### src/hw/rtl/yrpi_pkg.sv
`timescale 1ns / 1ps
`default_nettype none

package yrpi_pkg;

  localparam int RATE_W     = 16;
  localparam int ERR_W      = 17;
  localparam int GAIN_W     = 16;
  localparam int LIM_W      = 15;
  localparam int SPEED_W    = 16;
  localparam int CFG_IDX_W  = 3;
  localparam int CFG_DATA_W = 16;

  typedef enum logic [CFG_IDX_W-1:0] {
    CFG_TARGET_RATE = 3'd0,
    CFG_PROP_GAIN   = 3'd1,
    CFG_INTEG_GAIN  = 3'd2,
    CFG_MAX_STEER   = 3'd3,
    CFG_KICKIN_BAND = 3'd4,
    CFG_CRUISE      = 3'd5
  } cfg_idx_t;

  typedef struct packed {
    logic load_err;
    logic accum;
    logic div_init;
    logic div_step;
    logic clamp;
    logic mul_init;
    logic mul_step;
    logic out_load;
  } yrpi_cmd_t;

  typedef struct packed {
    logic integ_gain_zero;
  } yrpi_status_t;

endpackage

`default_nettype wire

### src/hw/rtl/yrpi_if.sv
`timescale 1ns / 1ps
`default_nettype none

interface yrpi_in_if;
  import yrpi_pkg::*;
  logic                     valid;
  logic                     ready;
  logic signed [RATE_W-1:0] measured_rate;
  modport source (output valid, output measured_rate, input ready);
  modport sink   (input valid, input measured_rate, output ready);
endinterface

interface yrpi_out_if;
  import yrpi_pkg::*;
  logic                     valid;
  logic                     ready;
  logic signed [RATE_W-1:0] steer_angle;
  logic [SPEED_W-1:0]       speed_cmd;
  logic                     integ_clamped;
  modport source (output valid, output steer_angle, output speed_cmd, output integ_clamped,
                  input ready);
  modport sink   (input valid, input steer_angle, input speed_cmd, input integ_clamped,
                  output ready);
endinterface

interface yrpi_cfg_if;
  import yrpi_pkg::*;
  logic                  valid;
  logic                  ready;
  logic [CFG_IDX_W-1:0]  index;
  logic [CFG_DATA_W-1:0] data;
  modport source (output valid, output index, output data, input ready);
  modport sink   (input valid, input index, input data, output ready);
endinterface

`default_nettype wire

### src/hw/rtl/yrpi_ctrl.sv
`timescale 1ns / 1ps
`default_nettype none

module yrpi_ctrl #(
  parameter int GAIN_FRAC_BITS = 8
) (
  input  wire logic                  clk,
  input  wire logic                  rst,
  input  wire logic                  in_valid,
  output logic                       in_ready,
  output logic                       out_valid,
  input  wire logic                  out_ready,
  input  wire yrpi_pkg::yrpi_status_t status,
  output yrpi_pkg::yrpi_cmd_t        cmd
);
  import yrpi_pkg::*;

  localparam int DIV_W = LIM_W + GAIN_FRAC_BITS;
  localparam int MAX_STEPS = (DIV_W > GAIN_W) ? DIV_W : GAIN_W;
  localparam int CNT_W = $clog2(MAX_STEPS);
  localparam logic [CNT_W-1:0] DIV_LAST = CNT_W'(DIV_W - 1);
  localparam logic [CNT_W-1:0] MUL_LAST = CNT_W'(GAIN_W - 1);

  typedef enum logic [6:0] {
    S_IDLE  = 7'b0000001,
    S_ACC   = 7'b0000010,
    S_DIV   = 7'b0000100,
    S_CLAMP = 7'b0001000,
    S_MINIT = 7'b0010000,
    S_MUL   = 7'b0100000,
    S_DONE  = 7'b1000000
  } state_t;

  state_t           state, state_next;
  logic [CNT_W-1:0] cnt, cnt_next;
  logic             out_valid_next;

  always_comb begin
    state_next     = state;
    cnt_next       = cnt;
    cmd            = '0;
    in_ready       = 1'b0;
    out_valid_next = out_valid && !out_ready;
    case (state)
      S_IDLE: begin
        in_ready = 1'b1;
        if (in_valid) begin
          cmd.load_err = 1'b1;
          state_next   = S_ACC;
        end
      end
      S_ACC: begin
        cmd.accum    = 1'b1;
        cmd.div_init = 1'b1;
        cnt_next     = '0;
        state_next   = status.integ_gain_zero ? S_MINIT : S_DIV;
      end
      S_DIV: begin
        cmd.div_step = 1'b1;
        cnt_next     = cnt + 1'b1;
        if (cnt == DIV_LAST) begin
          state_next = S_CLAMP;
        end
      end
      S_CLAMP: begin
        cmd.clamp  = 1'b1;
        state_next = S_MINIT;
      end
      S_MINIT: begin
        cmd.mul_init = 1'b1;
        cnt_next     = '0;
        state_next   = S_MUL;
      end
      S_MUL: begin
        cmd.mul_step = 1'b1;
        cnt_next     = cnt + 1'b1;
        if (cnt == MUL_LAST) begin
          state_next = S_DONE;
        end
      end
      S_DONE: begin
        if (!out_valid || out_ready) begin
          cmd.out_load   = 1'b1;
          out_valid_next = 1'b1;
          state_next     = S_IDLE;
        end
      end
      default: begin
        state_next = S_IDLE;
      end
    endcase
  end

  always_ff @(posedge clk) begin
    if (rst) begin
      state     <= S_IDLE;
      cnt       <= '0;
      out_valid <= 1'b0;
    end else begin
      state     <= state_next;
      cnt       <= cnt_next;
      out_valid <= out_valid_next;
    end
  end

endmodule

`default_nettype wire

### src/hw/rtl/yrpi_dp.sv
`timescale 1ns / 1ps
`default_nettype none

module yrpi_dp #(
  parameter int INTEG_WIDTH    = 24,
  parameter int GAIN_FRAC_BITS = 8
) (
  input  wire logic                                 clk,
  input  wire logic                                 rst,
  input  wire logic                                 cfg_valid,
  input  wire logic [yrpi_pkg::CFG_IDX_W-1:0]       cfg_index,
  input  wire logic [yrpi_pkg::CFG_DATA_W-1:0]      cfg_data,
  input  wire logic signed [yrpi_pkg::RATE_W-1:0]   measured_rate,
  input  wire yrpi_pkg::yrpi_cmd_t                  cmd,
  output yrpi_pkg::yrpi_status_t                    status,
  output logic signed [yrpi_pkg::RATE_W-1:0]        steer_angle,
  output logic [yrpi_pkg::SPEED_W-1:0]              speed_cmd,
  output logic                                      integ_clamped
);
  import yrpi_pkg::*;

  localparam int IW    = INTEG_WIDTH;
  localparam int DIV_W = LIM_W + GAIN_FRAC_BITS;
  localparam int PW    = IW + 18;
  localparam int CW    = ((IW > DIV_W) ? IW : DIV_W) + 2;
  localparam logic signed [IW-1:0] IMAX = {1'b0, {(IW-1){1'b1}}};
  localparam logic signed [IW-1:0] IMIN = {1'b1, {(IW-1){1'b0}}};
  localparam logic signed [PW-1:0] SMAX = PW'(32767);
  localparam logic signed [PW-1:0] SMIN = PW'(-32768);

  // configuration registers
  logic signed [RATE_W-1:0] target_rate;
  logic [GAIN_W-1:0]        prop_gain;
  logic [GAIN_W-1:0]        integ_gain;
  logic [LIM_W-1:0]         max_integ_steer;
  logic [LIM_W-1:0]         kickin_band;
  logic [SPEED_W-1:0]       cruise_speed;

  logic signed [ERR_W-1:0] err;
  logic signed [IW-1:0]    integ;
  logic                    clamped;
  logic [GAIN_W-1:0]       div_rem;
  logic [DIV_W-1:0]        div_quo;
  logic signed [PW-1:0]    mul_acc;
  logic signed [PW-1:0]    mp_cand;
  logic signed [PW-1:0]    mi_cand;
  logic [GAIN_W-1:0]       mp_gain;
  logic [GAIN_W-1:0]       mi_gain;

  logic [ERR_W-1:0]        mag;
  logic signed [IW:0]      sum;
  logic signed [IW-1:0]    sum_sat;
  logic [GAIN_W:0]         rem_sh;
  logic                    rem_ge;
  logic signed [CW-1:0]    lim;
  logic signed [CW-1:0]    acc_ext;
  logic signed [PW-1:0]    mul_next;
  logic signed [PW-1:0]    shifted;
  logic signed [RATE_W-1:0] steer_sat;

  assign status.integ_gain_zero = (integ_gain == '0);

  always_comb begin
    mag     = err[ERR_W-1] ? ERR_W'(-err) : ERR_W'(err);
    sum     = (IW+1)'(integ) + (IW+1)'(err);
    if (sum[IW] != sum[IW-1]) begin
      sum_sat = sum[IW] ? IMIN : IMAX;
    end else begin
      sum_sat = sum[IW-1:0];
    end
    rem_sh  = {div_rem, div_quo[DIV_W-1]};
    rem_ge  = (rem_sh >= {1'b0, integ_gain});
    lim     = $signed({{(CW-DIV_W){1'b0}}, div_quo});
    acc_ext = CW'(integ);
    mul_next = mul_acc + (mp_gain[0] ? mp_cand : '0) + (mi_gain[0] ? mi_cand : '0);
    shifted = mul_acc >>> GAIN_FRAC_BITS;
    if (shifted > SMAX) begin
      steer_sat = RATE_W'(SMAX);
    end else if (shifted < SMIN) begin
      steer_sat = RATE_W'(SMIN);
    end else begin
      steer_sat = shifted[RATE_W-1:0];
    end
  end

  always_ff @(posedge clk) begin
    if (rst) begin
      target_rate     <= '0;
      prop_gain       <= '0;
      integ_gain      <= '0;
      max_integ_steer <= '0;
      kickin_band     <= '0;
      cruise_speed    <= '0;
    end else if (cfg_valid) begin
      case (cfg_index)
        CFG_TARGET_RATE: target_rate     <= cfg_data;
        CFG_PROP_GAIN:   prop_gain       <= cfg_data;
        CFG_INTEG_GAIN:  integ_gain      <= cfg_data;
        CFG_MAX_STEER:   max_integ_steer <= cfg_data[LIM_W-1:0];
        CFG_KICKIN_BAND: kickin_band     <= cfg_data[LIM_W-1:0];
        CFG_CRUISE:      cruise_speed    <= cfg_data;
        default: ;
      endcase
    end
  end

  // integral state
  always_ff @(posedge clk) begin
    if (rst) begin
      integ <= '0;
    end else if (cmd.accum) begin
      integ <= (mag < {2'b00, kickin_band}) ? '0 : sum_sat;
    end else if (cmd.clamp) begin
      if (acc_ext > lim) begin
        integ <= lim[IW-1:0];
      end else if (acc_ext < -lim) begin
        integ <= IW'(-lim);
      end
    end
  end

  always_ff @(posedge clk) begin
    if (cmd.load_err) begin
      err <= ERR_W'(target_rate) - ERR_W'(measured_rate);
    end
    if (cmd.accum) begin
      clamped <= 1'b0;
    end else if (cmd.clamp) begin
      clamped <= (acc_ext > lim) || (acc_ext < -lim);
    end
    // restoring divider for the clamp limit
    if (cmd.div_init) begin
      div_rem <= '0;
      div_quo <= DIV_W'(max_integ_steer) << GAIN_FRAC_BITS;
    end else if (cmd.div_step) begin
      div_rem <= rem_ge ? GAIN_W'(rem_sh - {1'b0, integ_gain}) : rem_sh[GAIN_W-1:0];
      div_quo <= {div_quo[DIV_W-2:0], rem_ge};
    end
    // shift-add multiply of both terms
    if (cmd.mul_init) begin
      mul_acc <= '0;
      mp_cand <= PW'(err);
      mi_cand <= PW'(integ);
      mp_gain <= prop_gain;
      mi_gain <= integ_gain;
    end else if (cmd.mul_step) begin
      mul_acc <= mul_next;
      mp_cand <= mp_cand <<< 1;
      mi_cand <= mi_cand <<< 1;
      mp_gain <= mp_gain >> 1;
      mi_gain <= mi_gain >> 1;
    end
    if (cmd.out_load) begin
      steer_angle   <= steer_sat;
      speed_cmd     <= cruise_speed;
      integ_clamped <= clamped;
    end
  end

endmodule

`default_nettype wire

### src/hw/rtl/yaw_rate_pi_controller.sv
// channel   dir  handshake      payload
// in_ch     in   valid/ready    measured_rate
// out_ch    out  valid/ready    steer_angle, speed_cmd, integ_clamped
// cfg       in   valid/ready    index, data
//
// one item at a time: after the input transfer the item passes the accumulate, bit-serial
// limit divide, clamp, multiply-init and 16-step shift-add multiply states before the valid
// result is loaded and the next input is taken; divider and clamp skipped at integ_gain 0
// a finished result waits in the output register while the next item is taken
// synchronous reset clears configuration, integral and handshake state
// cfg is always ready; writes belong to idle periods
`timescale 1ns / 1ps
`default_nettype none

module yaw_rate_pi_controller #(
  parameter int INTEG_WIDTH    = 24,
  parameter int GAIN_FRAC_BITS = 8
) (
  input wire logic   clk,
  input wire logic   rst,
  yrpi_in_if.sink    in_ch,
  yrpi_out_if.source out_ch,
  yrpi_cfg_if.sink   cfg
);
  import yrpi_pkg::*;

  yrpi_cmd_t    cmd;
  yrpi_status_t status;

  assign cfg.ready = 1'b1;

  yrpi_ctrl #(
    .GAIN_FRAC_BITS(GAIN_FRAC_BITS)
  ) u_ctrl (
    .clk       (clk),
    .rst       (rst),
    .in_valid  (in_ch.valid),
    .in_ready  (in_ch.ready),
    .out_valid (out_ch.valid),
    .out_ready (out_ch.ready),
    .status    (status),
    .cmd       (cmd)
  );

  yrpi_dp #(
    .INTEG_WIDTH   (INTEG_WIDTH),
    .GAIN_FRAC_BITS(GAIN_FRAC_BITS)
  ) u_dp (
    .clk           (clk),
    .rst           (rst),
    .cfg_valid     (cfg.valid),
    .cfg_index     (cfg.index),
    .cfg_data      (cfg.data),
    .measured_rate (in_ch.measured_rate),
    .cmd           (cmd),
    .status        (status),
    .steer_angle   (out_ch.steer_angle),
    .speed_cmd     (out_ch.speed_cmd),
    .integ_clamped (out_ch.integ_clamped)
  );

endmodule

`default_nettype wire

### src/flat_wrapper.sv
// flat-port wrapper written by rule: the top's interface ports become plain ports
module yaw_rate_pi_controller_flat import yrpi_pkg::*;
#(
  parameter int INTEG_WIDTH    = 24,
  parameter int GAIN_FRAC_BITS = 8
)
  (clk, rst, in_ch_valid, in_ch_measured_rate, in_ch_ready, out_ch_valid, out_ch_steer_angle, out_ch_speed_cmd, out_ch_integ_clamped, out_ch_ready, cfg_valid, cfg_index, cfg_data, cfg_ready);
  yrpi_in_if in_ch_i ();
  yrpi_out_if out_ch_i ();
  yrpi_cfg_if cfg_i ();
  input wire logic clk;
  input wire logic rst;
  input wire logic [$bits(in_ch_i.valid)-1:0] in_ch_valid;
  input wire logic [$bits(in_ch_i.measured_rate)-1:0] in_ch_measured_rate;
  output wire logic [$bits(in_ch_i.ready)-1:0] in_ch_ready;
  output wire logic [$bits(out_ch_i.valid)-1:0] out_ch_valid;
  output wire logic [$bits(out_ch_i.steer_angle)-1:0] out_ch_steer_angle;
  output wire logic [$bits(out_ch_i.speed_cmd)-1:0] out_ch_speed_cmd;
  output wire logic [$bits(out_ch_i.integ_clamped)-1:0] out_ch_integ_clamped;
  input wire logic [$bits(out_ch_i.ready)-1:0] out_ch_ready;
  input wire logic [$bits(cfg_i.valid)-1:0] cfg_valid;
  input wire logic [$bits(cfg_i.index)-1:0] cfg_index;
  input wire logic [$bits(cfg_i.data)-1:0] cfg_data;
  output wire logic [$bits(cfg_i.ready)-1:0] cfg_ready;
  assign in_ch_i.valid = in_ch_valid;
  assign in_ch_i.measured_rate = in_ch_measured_rate;
  assign in_ch_ready = in_ch_i.ready;
  assign out_ch_valid = out_ch_i.valid;
  assign out_ch_steer_angle = out_ch_i.steer_angle;
  assign out_ch_speed_cmd = out_ch_i.speed_cmd;
  assign out_ch_integ_clamped = out_ch_i.integ_clamped;
  assign out_ch_i.ready = out_ch_ready;
  assign cfg_i.valid = cfg_valid;
  assign cfg_i.index = cfg_index;
  assign cfg_i.data = cfg_data;
  assign cfg_ready = cfg_i.ready;
  yaw_rate_pi_controller #(.INTEG_WIDTH(INTEG_WIDTH), .GAIN_FRAC_BITS(GAIN_FRAC_BITS)) u_core (.clk(clk), .rst(rst), .in_ch(in_ch_i), .out_ch(out_ch_i), .cfg(cfg_i));
endmodule
### config.mk
export PLATFORM = sky130hd
export DESIGN_NAME = yaw_rate_pi_controller_flat
export DESIGN_NICKNAME = d
export VERILOG_FILES = /design/src/hw/rtl/yrpi_pkg.sv /design/src/hw/rtl/yrpi_if.sv /design/src/hw/rtl/yrpi_ctrl.sv /design/src/hw/rtl/yrpi_dp.sv /design/src/hw/rtl/yaw_rate_pi_controller.sv /design/src/flat_wrapper.sv
export SDC_FILE = /design/constraint.sdc
export NUM_CORES = 1
export LEC_CHECK = 0
export ABC_AREA = 0
export ABC_CLOCK_PERIOD_IN_PS = 5900
export BUFFER_PORTS_ARGS = -buffer_cell sky130_fd_sc_hd__buf_4
export CAP_MARGIN = 20
export CORE_ASPECT_RATIO = 1.2
export CORE_MARGIN = 1.5
export CORE_UTILIZATION = 45
export CTS_BUF_LIST = sky130_fd_sc_hd__clkbuf_4 sky130_fd_sc_hd__clkbuf_8
export DETAILED_ROUTE_END_ITERATION = 10
export PLACE_DENSITY_LB_ADDON = 0.1
export SLEW_MARGIN = 30
export SYNTH_ARGS = -nofsm -noshare
export SYNTH_HDL_FRONTEND = slang
export SYNTH_SLANG_ARGS = --single-unit
### constraint.sdc
create_clock -name clk -period 5.9 [get_ports clk]
set_input_delay 0.885 -clock clk [delete_from_list [all_inputs] [get_ports clk]]
set_output_delay 0.885 -clock clk [all_outputs]
set_load 0.005 [all_outputs]
==> impl_metrics.env <==
export IMPL_fp_dieH_um=251
export IMPL_r2r_setup_slack_ps=950
export IMPL_die_x_um=210
export IMPL_endpoint="u_core.u_dp.integ[1]$_SDFFE_PP0P_"
export IMPL_cell_count_after_synthesis=2605
export IMPL_number_of_routed_nets_with_antenna_violations=0
export IMPL_power_switching_fraction=0.375
export IMPL_start_util=0.457
export IMPL_rr_worst_depth=20
export IMPL_syn_mean_instance_area_um2=8.86
export IMPL_detail_route_first_pass_iterations=7
export IMPL_multi_input_area_um2=12800
export IMPL_syn_to_final_growth_pct=10.5
export IMPL_cts_max_path_buffers=3
export IMPL_synthesis_area_um2=23100
export IMPL_hpwl_mm=44.7
export IMPL_grt_max_degree=92
export IMPL_h_tree_depth=3
export IMPL_ys_flop_type="sky130_fd_sc_hd__dfxtp_1"
export IMPL_synth_area_top_cells="sky130_fd_sc_hd__edfxtp_1, sky130_fd_sc_hd__dfxtp_1, sky130_fd_sc_hd__ha_1"
export IMPL_clkSlewWorstSetupHoldPaths_ps=60
export IMPL_critPathLaunchType="flip-flop"
export IMPL_met1Wirelength_mm=26.1
export IMPL_clock_network_fraction_of_total_power=0.265
export IMPL_routed_via_density=5.48
export IMPL_clock_sink_count=379
export IMPL_synthesis_nets=2853
export IMPL_post_cts_hold_buffer_count=0
export IMPL_hold_slack_ps=431
export IMPL_final_core_utilization=0.505
export IMPL_cts_root_buffer="sky130_fd_sc_hd__clkbuf_8"
export IMPL_slowest_stage_cell_crit_path="sky130_fd_sc_hd__or3_1"
export IMPL_min_path_cells=0
export IMPL_rr_startpoint="u_core.u_dp.div_quo[1]$_SDFFE_PP0N_"
export IMPL_num_io_pins=76
export IMPL_drt_wl_total_mm=60.4
export IMPL_route_met2_wl_mm=29.8
export IMPL_cp_end_kind="flip-flop"
export IMPL_worstSetupPathDepth=20
export IMPL_timing_critical_path_slowest_cell_delay_ps=440
export IMPL_commonest_non_fill_non_tap_cell_in_the_layout="sky130_fd_sc_hd__nand2_1"
export IMPL_min_path_type="flip-flop to flip-flop"
export IMPL_grt_antenna_before_repair=1
export IMPL_ys_seq_elements=379
export IMPL_globalRouteOverflowTotal=0
export IMPL_top_layer_used="met4"
export IMPL_skew_ps=27.2
export IMPL_final_min_clock_period_ps=4950
export IMPL_hold_viol=0
export IMPL_layout_cell_area_non_filler_um2=25500
export IMPL_cts_made_buffers=68
export IMPL_gr_usage_all_layers=0.230
export IMPL_fmax_ghz=0.202
export IMPL_vias_in_the_first_global_route=18000
export IMPL_post_route_period_util=0.839
export IMPL_tritoncts="built"
export IMPL_initial_drc_count=1119
export IMPL_critPathKind="flip-flop to flip-flop"
export IMPL_rows=90
export IMPL_run_status="completed"
export IMPL_synth_edff_count=181
export IMPL_switching_power_mw=3.47
export IMPL_drc_errors=0
export IMPL_synthDominantAreaCellType="sky130_fd_sc_hd__edfxtp_1"
export IMPL_power_density_cell_area_nw_per_um2=364
export IMPL_worstPathBufferInverterCount=2
export IMPL_arrival_ps=5480
export IMPL_grt_first_pass_wirelength_mm=95.5
export IMPL_leak_pwr_nw=10.5
export IMPL_routed_via_count=18400
export IMPL_final_seq_area_um2=9400
export IMPL_dpl_instance_area_um2=24100
export IMPL_p_seq_frac=0.356
export IMPL_drive_gt1_frac=0.0943
export IMPL_cp_startpoint="u_core.u_dp.div_quo[1]$_SDFFE_PP0N_"
export IMPL_io_buffers=74
export IMPL_yosysSeqAreaShare=0.407
export IMPL_timing_max_transition_violations_final=0
export IMPL_routabilityCongestion=0.930
export IMPL_p_comb_frac=0.379
export IMPL_synth_async_reset_ratio=0
export IMPL_cts_resized=0
export IMPL_yosys_warnings=0
export IMPL_fin_setup_tns_ps=0
export IMPL_design_power_total_mw=9.27
export IMPL_cp_top_family="simple AND/OR/NAND/NOR gates"
export IMPL_core_area_um2=50400
export IMPL_crit_fanout=48
export IMPL_met3_length_mm=2.29
export IMPL_grt_setup_unrepaired="false"
export IMPL_avgRoutedWirePerCell_um=18.0
export IMPL_worst_pin_slew_ps=908
export IMPL_die_area_um2=52700
export IMPL_maxCapViolations=0
export IMPL_final_cell_mix="sky130_fd_sc_hd__nand2_1, sky130_fd_sc_hd__a21oi_1, sky130_fd_sc_hd__dfxtp_1"
export IMPL_finalNetCount=2898
export IMPL_r2r_end="u_core.u_dp.integ[1]$_SDFFE_PP0P_"
export IMPL_relSlewSlack=0.395
export IMPL_required_ps=6430
export IMPL_crit_chain="inv_1, ha_1, or3b_4, or3_4, nor3_4, and3_2, nand4_1, xnor2_1, ha_1, nand4_1, or3_1, a2111oi_2, o21ai_1, a21o_1, and3_4, o21ai_2, buf_4, o21ai_1, a21oi_1, nor2_1"
export IMPL_yosysTopAreaCellShare=0.236
export IMPL_synth_lib_cells_used_distinct=83
export IMPL_report_final_setup_viol=0
export IMPL_post_cts_buffers=0
export IMPL_vdd_drop_max_mv=0.271
export IMPL_cellInternalPower_mw=5.80
export IMPL_clk_latency_ps=650
export IMPL_fill_cells=4834
-- kinds of logic after synthesis --
logic type	count (synthesis)	synth area share
compound gates	659	0.177
xor+xnor	128	0.0486
fa+ha+maj	208	0.127
buf+inv	235	0.0404
flops	379	0.407
mux	9	0.00412
other cells	1	0.000162
simple gates	986	0.195
-- sequential cells by signal, indices dropped and copies added (netlist names), 16 cells and up --
register	flops
u_core.u_dp.prop_gain	16
u_core.u_dp.integ_gain	16
u_core.u_dp.steer_angle	16
u_core.u_dp.div_quo	23
u_core.u_dp.target_rate	16
u_core.u_dp.mp_gain	16
u_core.u_dp.integ	24
u_core.u_dp.mi_gain	16
u_core.u_dp.speed_cmd	16
u_core.u_dp.cruise_speed	16
u_core.u_dp.div_rem	16
u_core.u_dp.mp_cand	42
u_core.u_dp.err	17
u_core.u_dp.mi_cand	42
u_core.u_dp.mul_acc	42
-- power groups by stage --
| stage | clock, mW | combinational [mW] | sequential [mW] |
|---|---|---|---|
| final | 2.46 | 3.51 | 3.30 |
| after global routing | 2.64 | 3.94 | 3.32 |
| after CTS | 2.54 | 3.51 | 3.30 |
| after detailed placement | 0 | 3.49 | 3.35 |
| after global placement | 0 | 3.45 | 3.35 |
| after floorplan | 0 | 2.71 | 3.23 |
-- area by class of cell --
| class | count | area share |
|---|---|---|
| Multi-Input combinational cell | 1991 | 0.502 |
| Sequential cell | 379 | 0.369 |
| Clock buffer | 100 | 0.0478 |
| Tap cell | 644 | 0.0316 |
| Timing Repair Buffer | 91 | 0.0271 |
| Inverter | 119 | 0.0176 |
| Clock inverter | 24 | 0.00554 |
| Antenna cell | 1 | 0.0000981 |
-- Yosys cell counts, types with 11 or more instances --
cell and n:
sky130_fd_sc_hd__o21a_1 22, sky130_fd_sc_hd__o21bai_1 15, sky130_fd_sc_hd__dfxtp_1 198, sky130_fd_sc_hd__ha_1 163, sky130_fd_sc_hd__xnor2_1 94, sky130_fd_sc_hd__and3_1 15
sky130_fd_sc_hd__a211oi_1 22, sky130_fd_sc_hd__xor2_1 34, sky130_fd_sc_hd__nand3_1 35, sky130_fd_sc_hd__a31oi_1 16, sky130_fd_sc_hd__o21ai_1 58, sky130_fd_sc_hd__nor4_1 17
sky130_fd_sc_hd__nand2b_1 23, sky130_fd_sc_hd__edfxtp_1 181, sky130_fd_sc_hd__nor2b_1 29, sky130_fd_sc_hd__nand4_1 30, sky130_fd_sc_hd__nand2_1 528, sky130_fd_sc_hd__a21o_1 89
sky130_fd_sc_hd__fa_1 45, sky130_fd_sc_hd__nor3_1 30, sky130_fd_sc_hd__or3_1 11, sky130_fd_sc_hd__clkbuf_1 99, sky130_fd_sc_hd__a21oi_1 241, sky130_fd_sc_hd__and2_1 90
sky130_fd_sc_hd__inv_1 113, sky130_fd_sc_hd__o21ai_0 102, sky130_fd_sc_hd__nor2_1 142
-- how the worst min path moves through the flow --
stage / from / endpoint / slack (ps)
after floorplan: u_core.u_dp.cruise_speed[0]$_SDFFE_PP0P_ / u_core.u_dp.speed_cmd[0]$_DFFE_PP_ / 410
after global placement: u_core.u_dp.cruise_speed[12]$_SDFFE_PP0P_ / u_core.u_dp.speed_cmd[12]$_DFFE_PP_ / 410
after detailed placement: u_core.u_dp.cruise_speed[5]$_SDFFE_PP0P_ / u_core.u_dp.speed_cmd[5]$_DFFE_PP_ / 420
after CTS: u_core.u_dp.cruise_speed[5]$_SDFFE_PP0P_ / u_core.u_dp.speed_cmd[5]$_DFFE_PP_ / 430
after global routing: u_core.u_dp.cruise_speed[5]$_SDFFE_PP0P_ / u_core.u_dp.speed_cmd[5]$_DFFE_PP_ / 440
final: u_core.u_dp.cruise_speed[5]$_SDFFE_PP0P_ / u_core.u_dp.speed_cmd[5]$_DFFE_PP_ / 430
-- layer usage --
layer | up-vias | GRT usage
li1 | 9180 | -
met1 | 8643 | 0.278
met2 | 399 | 0.406
met3 | 130 | 0.0316
met4 | 0 | 0.105
met5 | - | 0
-- per-stage QoR --
step	cells	worst slack (ps)
2_1_floorplan	2605	1460
3_3_place_gp	3223	1190
3_5_place_dp	3223	1000
4_1_cts	3347	976
5_1_grt	3349	527
6_report	3349	949
(Power assumes the default switching activity.)
